**src/design/sppt_pkg.sv**
```systemverilog
package sppt_pkg;

    // Port write kinds
    typedef enum logic {
        OP_DATA = 1'b0,     // data bus: coil phases, X low nibble, Y high nibble
        OP_CTRL = 1'b1      // control port: pen line
    } t_op;

    // Full-step coil sequence, in ring order
    localparam logic [3:0] PH_0 = 4'hA;
    localparam logic [3:0] PH_1 = 4'h6;
    localparam logic [3:0] PH_2 = 4'h5;
    localparam logic [3:0] PH_3 = 4'h9;

    // Ring distance codes
    localparam logic [1:0] STEP_FWD  = 2'd1;
    localparam logic [1:0] STEP_BACK = 2'd3;

    // Pen line bit on a control write, 0 = down
    localparam int PEN_BIT = 1;

    // Reset value of the last-dot position (counts as already emitted)
    localparam logic [31:0] EMIT_RESET = 32'd999999;

    typedef struct packed {
        logic       hit;
        logic [1:0] idx;
    } t_ring;

    function automatic t_ring ring_pos(input logic [3:0] p);
        t_ring r;
        r.hit = 1'b1;
        r.idx = 2'd0;
        case (p)
            PH_0:    r.idx = 2'd0;
            PH_1:    r.idx = 2'd1;
            PH_2:    r.idx = 2'd2;
            PH_3:    r.idx = 2'd3;
            default: r.hit = 1'b0;
        endcase
        return r;
    endfunction

endpackage

```
**src/design/sppt_axis_step.sv**
```systemverilog
module sppt_axis_step import sppt_pkg::*; #(
    parameter int POS_WIDTH = 32
) (
    input  logic                 i_seen,
    input  logic [3:0]           i_prev,
    input  logic [3:0]           i_new,
    input  logic [POS_WIDTH-1:0] i_pos,
    output logic [POS_WIDTH-1:0] o_pos
);

    t_ring      w_old;
    t_ring      w_new;
    logic [1:0] w_dist;

    assign w_old  = ring_pos(i_prev);
    assign w_new  = ring_pos(i_new);
    assign w_dist = w_new.idx - w_old.idx;

    // one place forward or back moves; half-ring jump or unknown pattern holds
    always_comb begin
        o_pos = i_pos;
        if (i_seen && (i_new != i_prev) && w_old.hit && w_new.hit) begin
            if (w_dist == STEP_FWD) begin
                o_pos = i_pos + POS_WIDTH'(1);
            end else if (w_dist == STEP_BACK) begin
                o_pos = i_pos - POS_WIDTH'(1);
            end
        end
    end

endmodule

```
**src/design/stepper_phase_position_tracker.sv**
```systemverilog
// An accepted beat waits in the input register until the dot register is free; its dot then shows on o_valid.
// Throughput: one input beat per cycle, sustained while the dot side does not stall.
// Input register, then a single decode/update pass into the dot register.
// Reset: synchronous, active low; positions clear, pen up, last-dot pair set to 999999,
// first data write after reset only records the coil phases.
module stepper_phase_position_tracker import sppt_pkg::*; #(
    parameter int POS_WIDTH = 32
) (
    input  logic               i_clk,
    input  logic               i_rst_n,
    // port write beats
    input  logic               i_valid,
    output logic               o_stall,
    input  logic [0:0]         i_opcode,
    input  logic [7:0]         i_port_value,
    input  logic [31:0]        i_time_stamp,
    // dot beats
    output logic               o_valid,
    input  logic               i_stall,
    output logic signed [31:0] o_dot_x,
    output logic signed [31:0] o_dot_y,
    output logic [31:0]        o_dot_time
);

    // ------------------------------------------------------------------
    // Handshake: input register (s1) feeds the dot register (s2).
    // s2 can load whenever it is empty or its dot leaves this cycle, so
    // the input side only stalls when s1 holds a beat and s2 is blocked.
    // ------------------------------------------------------------------
    logic w_s2_free;
    logic w_s1_adv;
    logic w_s1_load;

    logic        r_s1_valid;
    t_op         r_s1_op;
    logic [7:0]  r_s1_val;
    logic [31:0] r_s1_time;

    logic        r_out_valid;

    assign w_s2_free = !r_out_valid || !i_stall;
    assign w_s1_adv  = r_s1_valid && w_s2_free;
    assign o_stall   = r_s1_valid && !w_s2_free;
    assign w_s1_load = i_valid && !o_stall;

    // ------------------------------------------------------------------
    // Tracker state
    // ------------------------------------------------------------------
    logic [3:0]           r_prev_x;
    logic [3:0]           r_prev_y;
    logic                 r_seen;      // both axes are always seen together
    logic [POS_WIDTH-1:0] r_pos_x;
    logic [POS_WIDTH-1:0] r_pos_y;
    logic                 r_pen_up;
    logic [POS_WIDTH-1:0] r_emit_x;
    logic [POS_WIDTH-1:0] r_emit_y;

    logic signed [31:0]   r_dot_x;
    logic signed [31:0]   r_dot_y;
    logic [31:0]          r_dot_time;

    // ------------------------------------------------------------------
    // Single pass decode of the held beat
    // ------------------------------------------------------------------
    logic                 w_is_data;
    logic [POS_WIDTH-1:0] w_step_x;
    logic [POS_WIDTH-1:0] w_step_y;
    logic [POS_WIDTH-1:0] n_pos_x;
    logic [POS_WIDTH-1:0] n_pos_y;
    logic                 w_pen_down;
    logic                 w_dot;
    logic signed [63:0]   w_ext_x;
    logic signed [63:0]   w_ext_y;
    logic signed [63:0]   w_emit_ext_x;
    logic signed [63:0]   w_emit_ext_y;

    assign w_is_data = (r_s1_op == OP_DATA);

    sppt_axis_step #(.POS_WIDTH(POS_WIDTH)) u_axis_x (
        .i_seen (r_seen),
        .i_prev (r_prev_x),
        .i_new  (r_s1_val[3:0]),
        .i_pos  (r_pos_x),
        .o_pos  (w_step_x)
    );

    sppt_axis_step #(.POS_WIDTH(POS_WIDTH)) u_axis_y (
        .i_seen (r_seen),
        .i_prev (r_prev_y),
        .i_new  (r_s1_val[7:4]),
        .i_pos  (r_pos_y),
        .o_pos  (w_step_y)
    );

    assign n_pos_x = w_is_data ? w_step_x : r_pos_x;
    assign n_pos_y = w_is_data ? w_step_y : r_pos_y;

    // data write uses the stored pen; control write uses the new pen bit
    assign w_pen_down = w_is_data ? !r_pen_up : !r_s1_val[PEN_BIT];
    assign w_dot      = w_pen_down && ((n_pos_x != r_emit_x) || (n_pos_y != r_emit_y));

    // sign-extend from POS_WIDTH, then cut to the 32-bit dot fields
    assign w_ext_x      = 64'(signed'(n_pos_x));
    assign w_ext_y      = 64'(signed'(n_pos_y));
    assign w_emit_ext_x = 64'(signed'(r_emit_x));
    assign w_emit_ext_y = 64'(signed'(r_emit_y));

    // ------------------------------------------------------------------
    // Control and state registers
    // ------------------------------------------------------------------
    always_ff @(posedge i_clk) begin
        if (!i_rst_n) begin
            r_s1_valid  <= 1'b0;
            r_out_valid <= 1'b0;
            r_prev_x    <= 4'd0;
            r_prev_y    <= 4'd0;
            r_seen      <= 1'b0;
            r_pos_x     <= '0;
            r_pos_y     <= '0;
            r_pen_up    <= 1'b1;
            r_emit_x    <= POS_WIDTH'(EMIT_RESET);
            r_emit_y    <= POS_WIDTH'(EMIT_RESET);
        end else begin
            if (w_s1_load) begin
                r_s1_valid <= 1'b1;
            end else if (w_s1_adv) begin
                r_s1_valid <= 1'b0;
            end

            if (w_s2_free) begin
                r_out_valid <= w_s1_adv && w_dot;
            end

            if (w_s1_adv) begin
                r_pos_x <= n_pos_x;
                r_pos_y <= n_pos_y;
                if (w_is_data) begin
                    r_prev_x <= r_s1_val[3:0];
                    r_prev_y <= r_s1_val[7:4];
                    r_seen   <= 1'b1;
                end else begin
                    r_pen_up <= r_s1_val[PEN_BIT];
                end
                if (w_dot) begin
                    r_emit_x <= n_pos_x;
                    r_emit_y <= n_pos_y;
                end
            end
        end
    end

    // Payload registers
    always_ff @(posedge i_clk) begin
        if (w_s1_load) begin
            r_s1_op   <= t_op'(i_opcode);
            r_s1_val  <= i_port_value;
            r_s1_time <= i_time_stamp;
        end
        if (w_s1_adv && w_dot) begin
            r_dot_x    <= w_ext_x[31:0];
            r_dot_y    <= w_ext_y[31:0];
            r_dot_time <= r_s1_time;
        end
    end

    assign o_valid    = r_out_valid;
    assign o_dot_x    = r_dot_x;
    assign o_dot_y    = r_dot_y;
    assign o_dot_time = r_dot_time;

`ifndef NO_ASSERTIONS
    // a fresh dot leaves the last-dot pair equal to the tracked position
    a_new_dot_matches_pos: assert property (@(posedge i_clk) disable iff (!i_rst_n)
        $rose(r_out_valid) |-> (r_emit_x == r_pos_x) && (r_emit_y == r_pos_y))
        else $error("dot loaded without updating last-dot pair");

    // a pending dot always shows the last-dot pair
    a_dot_is_emit: assert property (@(posedge i_clk) disable iff (!i_rst_n)
        r_out_valid |-> (r_dot_x == w_emit_ext_x[31:0]) && (r_dot_y == w_emit_ext_y[31:0]))
        else $error("dot fields disagree with last-dot pair");

    // no beat is processed while a dot is held back
    a_hold_on_stall: assert property (@(posedge i_clk) disable iff (!i_rst_n)
        (r_out_valid && i_stall) |=> $stable(r_pos_x) && $stable(r_pos_y)
                                     && $stable(r_pen_up))
        else $error("tracker state moved while dot was stalled");
`endif

endmodule

```
**config.mk**
```make
export PLATFORM = sky130hd
export DESIGN_NAME = stepper_phase_position_tracker
export DESIGN_NICKNAME = d
export VERILOG_FILES = /design/src/design/sppt_pkg.sv /design/src/design/sppt_axis_step.sv /design/src/design/stepper_phase_position_tracker.sv
export SDC_FILE = /design/constraint.sdc
export NUM_CORES = 1
export LEC_CHECK = 0
export BUFFER_PORTS_ARGS = -buffer_cell sky130_fd_sc_hd__buf_4
export CAP_MARGIN = 20
export CORE_AREA = 5 5 194 158
export CTS_CLUSTER_DIAMETER = 40
export DETAILED_ROUTE_END_ITERATION = 6
export DIE_AREA = 0 0 199 163
export PLACE_DENSITY_LB_ADDON = 0.05
export SLEW_MARGIN = 15
export SYNTH_ARGS = -nofsm -noshare
export SYNTH_HDL_FRONTEND = slang
export SYNTH_SLANG_ARGS = --single-unit
```
**constraint.sdc**
```tcl
create_clock -name i_clk -period 4.4 [get_ports i_clk]
set_input_delay 0.88 -clock i_clk [delete_from_list [all_inputs] [get_ports i_clk]]
set_output_delay 0.88 -clock i_clk [all_outputs]
set_load 0.01 [all_outputs]
```
### Word level (Yosys, flattened, before mapping)

Index checks and enable logic that the tools add are counted.

| storage, ports and cells | value |
|---|---|
| bits in registers | 277 |
| output and inout port bits | 98 |
| word-level logic and storage cells | 93 |

| cells by class | value |
|---|---|
| add/subtract/negate cells | 6 |
| equal/unequal tests | 24 |
| muxes and demuxes | 19 |
| bitwise operators | 1 |
| reductions and logical operators | 27 |

Operator list:

| operator | number |
|---|---|
| $mux 32 | 8 |
| $add 32x1->32 const B | 2 |
| $ne 32x32->1 | 2 |
| $sub 32x1->32 const B | 2 |
| $eq 4x3->1 const B | 8 |
| $eq 4x4->1 const B | 8 |
| $pmux 2 s3 | 4 |
| $reduce_or 4->1 | 4 |
| $logic_and 1x1->1 | 11 |
| $ne 4x4->1 | 2 |
| $mux 1 | 7 |
| $logic_not 1->1 | 6 |
| $reduce_and 2->1 | 3 |
| $eq 2x1->1 const B | 2 |
| $eq 2x2->1 const B | 2 |
| $sub 2x2->2 | 2 |
| $logic_or 1x1->1 | 2 |
| $reduce_bool 2->1 | 1 |
| $not 1->1 | 1 |

### Logic depth before layout (Yosys ltp)

| logic depth | value |
|---|---|
| word-level depth | 12 |
| depth in mapped cells | 20 |
| depth with buffers taken out | 16 |

### Modules after synthesis

From an unflattened synthesis, not the netlist that was laid out.

| second synthesis, totals | value |
|---|---|
| cell total of the unflattened synthesis | 1332 |
| area total of the unflattened synthesis | 14064.7 um2 |

By module, submodules not included:

| module | instances | cells an instance | area each (um2) | seq. area each (um2) |
|---|---|---|---|---|
| stepper_phase_position_tracker | 1 | 874 | 11074.4 | 6916.6 |
| sppt_axis_step | 2 | 229 | 1495.2 | 0.0 |

### Least setup slack after synthesis

No wires, ideal clock.

| path | value |
|---|---|
| path kind | reg-to-reg |
| start | register r_s1_val[7] |
| end | register r_emit_x[16] |
| setup time | 0.129 ns |
| arrival | 4.686 ns |
| data required time | 4.271 ns |
| setup slack | -0.416 ns |
| stages on the path, launching flop included | 20 |
| period minus slack after synthesis | 4.816 ns |
| path through | edfxtp_1 -> buf_2 -> nand2b_1 -> nor3_1 -> a31oi_1 -> ha_1 -> and3b_1 -> or4b_2 -> a211oi_1 -> mux2_2 -> mux2i_1 -> o211ai_1 -> or3b_1 -> or4_1 -> nor4bb_1 -> a31oi_1 -> buf_6 -> buf_6 -> mux2i_1 -> nand2_1 |

| between the ends | value |
|---|---|
| longest elaborated chain between the ends | 12 |

RTL lines:

| element | RTL line | source |
|---|---|---|
| start, declared | stepper_phase_position_tracker.sv:36 | `logic [7:0] r_s1_val;` |
| start signal, assigned | stepper_phase_position_tracker.sv:156 | `r_s1_val <= i_port_value;` |
| $eq 4x4->1 or $eq 4x3->1 (tied branches) | sppt_pkg.sv:34 | `case (p)` |
| $pmux 2 s3 | sppt_pkg.sv:34 |  |
| $sub 2x2->2 | sppt_axis_step.sv:17 | `assign w_dist = w_new.idx - w_old.idx;` |
| $eq 2x2->1 | sppt_axis_step.sv:25 | `end else if (w_dist == STEP_BACK) begin` |
| $mux 32 | sppt_axis_step.sv:25 |  |
| $mux 32 | sppt_axis_step.sv:23 | `if (w_dist == STEP_FWD) begin` |
| $mux 32 * | sppt_axis_step.sv:22 | `if (i_seen && (i_new != i_prev) && w_old.hit && w_new.hit) begin` |
| $mux 32 * | stepper_phase_position_tracker.sv:96 | `assign n_pos_y = w_is_data ? w_step_y : r_pos_y;` |
| $ne 32x32->1 * | stepper_phase_position_tracker.sv:100 | `assign w_dot = w_pen_down && ((n_pos_x != r_emit_x) \|\| (n_pos_y != r_emit_y));` |
| $logic_or 1x1->1 * | stepper_phase_position_tracker.sv:100 |  |
| $logic_and 1x1->1 * | stepper_phase_position_tracker.sv:100 |  |
| $reduce_and 2->1 (no line) * | -- |  |
| end signal, assigned | stepper_phase_position_tracker.sv:121 | `r_emit_x <= POS_WIDTH'(EMIT_RESET);` |
| end signal, assigned | stepper_phase_position_tracker.sv:145 | `r_emit_x <= n_pos_x;` |
| end, declared | stepper_phase_position_tracker.sv:55 | `logic [POS_WIDTH-1:0] r_emit_x;` |

Every way passes the cells marked *; elsewhere a longest branch is shown, timed or not.
A chain may end at the register's enable or synchronous reset.

### Final worst setup path

| path | value |
|---|---|
| start | register r_s1_val[6] |
| end | register r_emit_y[12] |

| between the ends | value |
|---|---|
| longest elaborated chain between the ends | 12 |

RTL lines:

| element | RTL line | source |
|---|---|---|
| $eq 4x4->1 or $eq 4x3->1 (tied branches) | sppt_pkg.sv:34 |  |
| $pmux 2 s3 | sppt_pkg.sv:34 |  |
| $sub 2x2->2 | sppt_axis_step.sv:17 |  |
| $eq 2x2->1 | sppt_axis_step.sv:25 |  |
| $mux 32 | sppt_axis_step.sv:25 |  |
| $mux 32 | sppt_axis_step.sv:23 |  |
| $mux 32 * | sppt_axis_step.sv:22 |  |
| $mux 32 * | stepper_phase_position_tracker.sv:96 |  |
| $ne 32x32->1 | stepper_phase_position_tracker.sv:100 |  |
| $logic_or 1x1->1 | stepper_phase_position_tracker.sv:100 |  |
| $logic_and 1x1->1 | stepper_phase_position_tracker.sv:100 |  |
| $reduce_and 2->1 (no line) | -- |  |
| end signal, assigned | stepper_phase_position_tracker.sv:122 | `r_emit_y <= POS_WIDTH'(EMIT_RESET);` |
| end signal, assigned | stepper_phase_position_tracker.sv:146 | `r_emit_y <= n_pos_y;` |
| end, declared | stepper_phase_position_tracker.sv:56 | `logic [POS_WIDTH-1:0] r_emit_y;` |

Marks and branches as above.

==> qor.yml <==
status: "finished with violations"
violations: "setup timing"
synth_edf_count: 137
cp_slowest_cell: "or4_1"
fp.dieW_um: 199
critPathArrivalTime_ns: 5.21
internal-power_mw: 4.88
syn_area_mm2: 0.0151
finish.instance_area_mm2: 0.0201
leakagePower_nw: 7.85
wire_per_inst_um: 22.7
p_clk_share_pct: 46.6
ios: 143
ys_types: 90
fin_nets: 1974
syn-instance-count: 1587
antenna_found_initial: 1
die-area_mm2: 0.0324
clk_pin_slew_ns: 0.06
fp.coreArea_mm2: 0.0287
io_buffers: 142
fin_crit_sh_pct: 109
overflow: 0
fin_util_pct: 70.0
yosysSeqAreaShare_pct: 45.7
drtPass1Iterations: 6
fmax_mhz: 209
cp_cell_sequence: "nand2b_4 > nor3_2 > a31oi_1 > ha_1 > and3b_1 > or4b_4 > a211oi_2 > mux2_4 > mux2i_4 > o211ai_1 > or3b_1 > or4_1 > nor4bb_1 > buf_4 > a31oi_4 > buf_8 > bufbuf_16 > a211oi_2"
dpl.hpwl_um: 37600
drt-initial-drc-count: 1517
ctsLongestPathBuffers: 3
relSlewSlack_pct: 54.2
htreeDepth: 2
drc_errors: 0
initial_utilization_pct: 52.7
synth_top_area_share_pct: 27.2
final.setup.tns_ns: -49.71
ctsHoldBuffers: 0
routed_wl_um: 52900
slowest_delay_ns: 0.51
fin_worst_skew_ns: 0.0241
slew_violations: 0
rsz0062_at_grt: "true"
grt_use_total_pct: 31.9
fp-row-count: 56
preCtsSetupSlack_ns: -0.516
tightest_slew_ns: 0.684
root_buffer: "clkbuf_16"
avgViaCountPerCell: 5.96
synthTopCellsByArea: "edfxtp_1 27%, dfxtp_1 19%, mux2i_1 5.5%"
synth.avg_cell_area_um2: 9.53
syn-num-nets: 1638
cts_buffers: 37
pwr-share-seq_pct: 43.6
path_buf_inv: 3
setup_ws_ns: -0.377
end_kind: "flop"
setup_viol: 161
placed_cell_area_mm2: 0.0181
drive_gt1_share_pct: 27.8
period_needed_ns: 4.78
power_switching_share_pct: 24.4
drtAntennaViolNets: 0
grt_pass1_wl_um: 79600
path_common_cell: "a211oi_2"
yosys.area.top_type: "edfxtp_1"
synthFlopType: "dfxtp_1"
ir_worst_vdd_mv: 0.422
nFillCells: 2254
hold_path_class: "flop to flop"
insertedDiodeCount: 0
ys_ff_latch: 277
clk_latency_ns: 0.54
ys_async_sr_fraction_pct: 0
yosysWarnings: 0
syn2layout_area_growth_pct: 33.0
start_kind: "flop"
pwr_density_cell_mw_per_mm2: 320
required_ns: 4.84
p_switching_mw: 1.57
path_max_fanout: 4
finalWeightedCongestion: 1.04
grt_pass1_vias: 13333
cpLargestDelayFamily: "simple AND/OR/NAND/NOR gates"
combPwrFrac_pct: 9.8
die_h_um: 163
power_mw: 6.45
critPathKind: "flop to flop"
hold_viol_final: 0
cts_tree: "built"
maxCapViolCount: 0
vias: 13875
cts.sinks: 277
grt_max_degree: 52
==> layout make-up <==
cell class	count	area, um2	share of cell area [%]
inverter	32	121	0.603
sequential	277	6920	34.4
clock buffer	45	1030	5.12
tap	377	472	2.34
multi-input combinational	1160	7760	38.6
clock inverter	22	215	1.07
timing repair buffer	415	3610	17.9
==> cells in the mapped netlist, types with 6 or more instances <==
| master | number |
|---|---|
| a211oi_1 | 8 |
| a21oi_1 | 61 |
| a31oi_1 | 13 |
| a32oi_1 | 7 |
| and2_1 | 10 |
| and3_1 | 20 |
| and4_1 | 9 |
| buf_1 | 12 |
| buf_2 | 16 |
| buf_6 | 8 |
| clkbuf_1 | 82 |
| dfxtp_1 | 140 |
| edfxtp_1 | 137 |
| ha_1 | 6 |
| inv_1 | 31 |
| mux2_2 | 6 |
| mux2i_1 | 83 |
| nand2_1 | 157 |
| nand2b_1 | 19 |
| nand3_1 | 42 |
| nand4_1 | 49 |
| nor2_1 | 174 |
| nor2b_1 | 12 |
| nor3_1 | 44 |
| nor3b_1 | 7 |
| nor4_1 | 26 |
| o211ai_1 | 6 |
| o21ai_0 | 51 |
| or2_2 | 12 |
| or3_1 | 33 |
| or4_1 | 18 |
| xnor2_1 | 82 |
| xnor3_1 | 9 |
| xor2_1 | 74 |
==> sequential cells by signal, summed over array words and instances, names as in the netlist <==
register    cells
o_dot_time     32
o_dot_x        32
o_dot_y        32
o_valid         1
r_emit_x       32
r_emit_y       32
r_pen_up        1
r_pos_x        32
r_pos_y        32
r_prev_x        4
r_prev_y        4
r_s1_op         1
r_s1_time      32
r_s1_val        8
r_s1_valid      1
r_seen          1
==> cell usage in the layout (no fill, tap or decap), types with 9 or more instances in the layout <==
cell type / netlist / routed
buf_12: 0 / 15
edfxtp_1: 137 / 137
and3_1: 20 / 20
nor2b_1: 12 / 10
nand3_1: 42 / 41
nor3_1: 44 / 42
xnor3_1: 9 / 9
xor2_1: 74 / 74
or3_1: 33 / 33
a21oi_1: 61 / 60
dfxtp_1: 140 / 140
or2_2: 12 / 12
mux2i_1: 83 / 74
nand2b_1: 19 / 18
inv_1: 31 / 31
o21ai_0: 51 / 50
and2_1: 10 / 10
nor2_1: 174 / 170
xnor2_1: 82 / 82
nand4_1: 49 / 49
a31oi_1: 13 / 12
nand2_1: 157 / 157
nor4_1: 26 / 25
and4_1: 9 / 9
clkbuf_16: 0 / 45
or4_1: 18 / 18
buf_4: 0 / 379
==> kinds of logic (layout without fill, tap and decap cells) <==
kind of cell	count (synthesis)	count (layout)	share of synthesized area, %
simple gates	672	672	22.8
flops	277	277	45.7
fa+ha+maj	6	6	0.496
compound gates	225	225	9.99
buf+inv	150	514	4.25
xor+xnor	168	168	10.8
mux	89	89	5.94
==> final timing paths <==
kind / start / endpoint / slack (ns) / cells past startpoint
hold reg to reg: r_s1_time[30]$_DFFE_PP_ / o_dot_time[30]$_DFFE_PP_ / 0.42 / 0
setup reg to reg: r_s1_val[6]$_DFFE_PP_ / r_emit_y[12]$_SDFFE_PN0P_ / -0.38 / 18
setup / recovery: r_s1_val[6]$_DFFE_PP_ / r_emit_y[12]$_SDFFE_PN0P_ / -0.38 / 18
hold / removal: r_s1_time[30]$_DFFE_PP_ / o_dot_time[30]$_DFFE_PP_ / 0.42 / 0
==> power groups by stage <==
| stage | Clock (mW) | Sequential [mW] | Combinational (mW) |
|---|---|---|---|
| floorplan | 0 | 2.87 | 0.292 |
| global route | 3.19 | 2.82 | 0.674 |
| global placement | 0 | 2.86 | 0.557 |
| CTS | 3.06 | 2.81 | 0.603 |
| detailed placement | 0 | 2.86 | 0.563 |
| finish | 3.00 | 2.81 | 0.634 |
==> routing by layer <==
metal	GRT usage, %	vias up	wire (um)
met5	0	-	13
met4	8.39	2	1370
met3	9.22	107	6120
met2	46.4	736	22300
met1	46.8	6612	23100
li1	-	6418	-
==> per-stage QoR <==
step / cells / hold slack [ns]
2_1_floorplan: 1587 / 0.400
3_3_place_gp: 2231 / 0.400
3_5_place_dp: 2231 / 0.405
4_1_cts: 2317 / 0.415
5_1_grt: 2328 / 0.420
6_report: 2328 / 0.416
==> timing repair <==
action / 4_1_cts / 5_1_grt
setup buffers: 9 / 6
pin swaps: 4 / 3
resized for setup: 21 / 38
endpoints found under the setup margin: 161 / 161
cloned: 10 / 8
(Power assumes the default switching activity.)
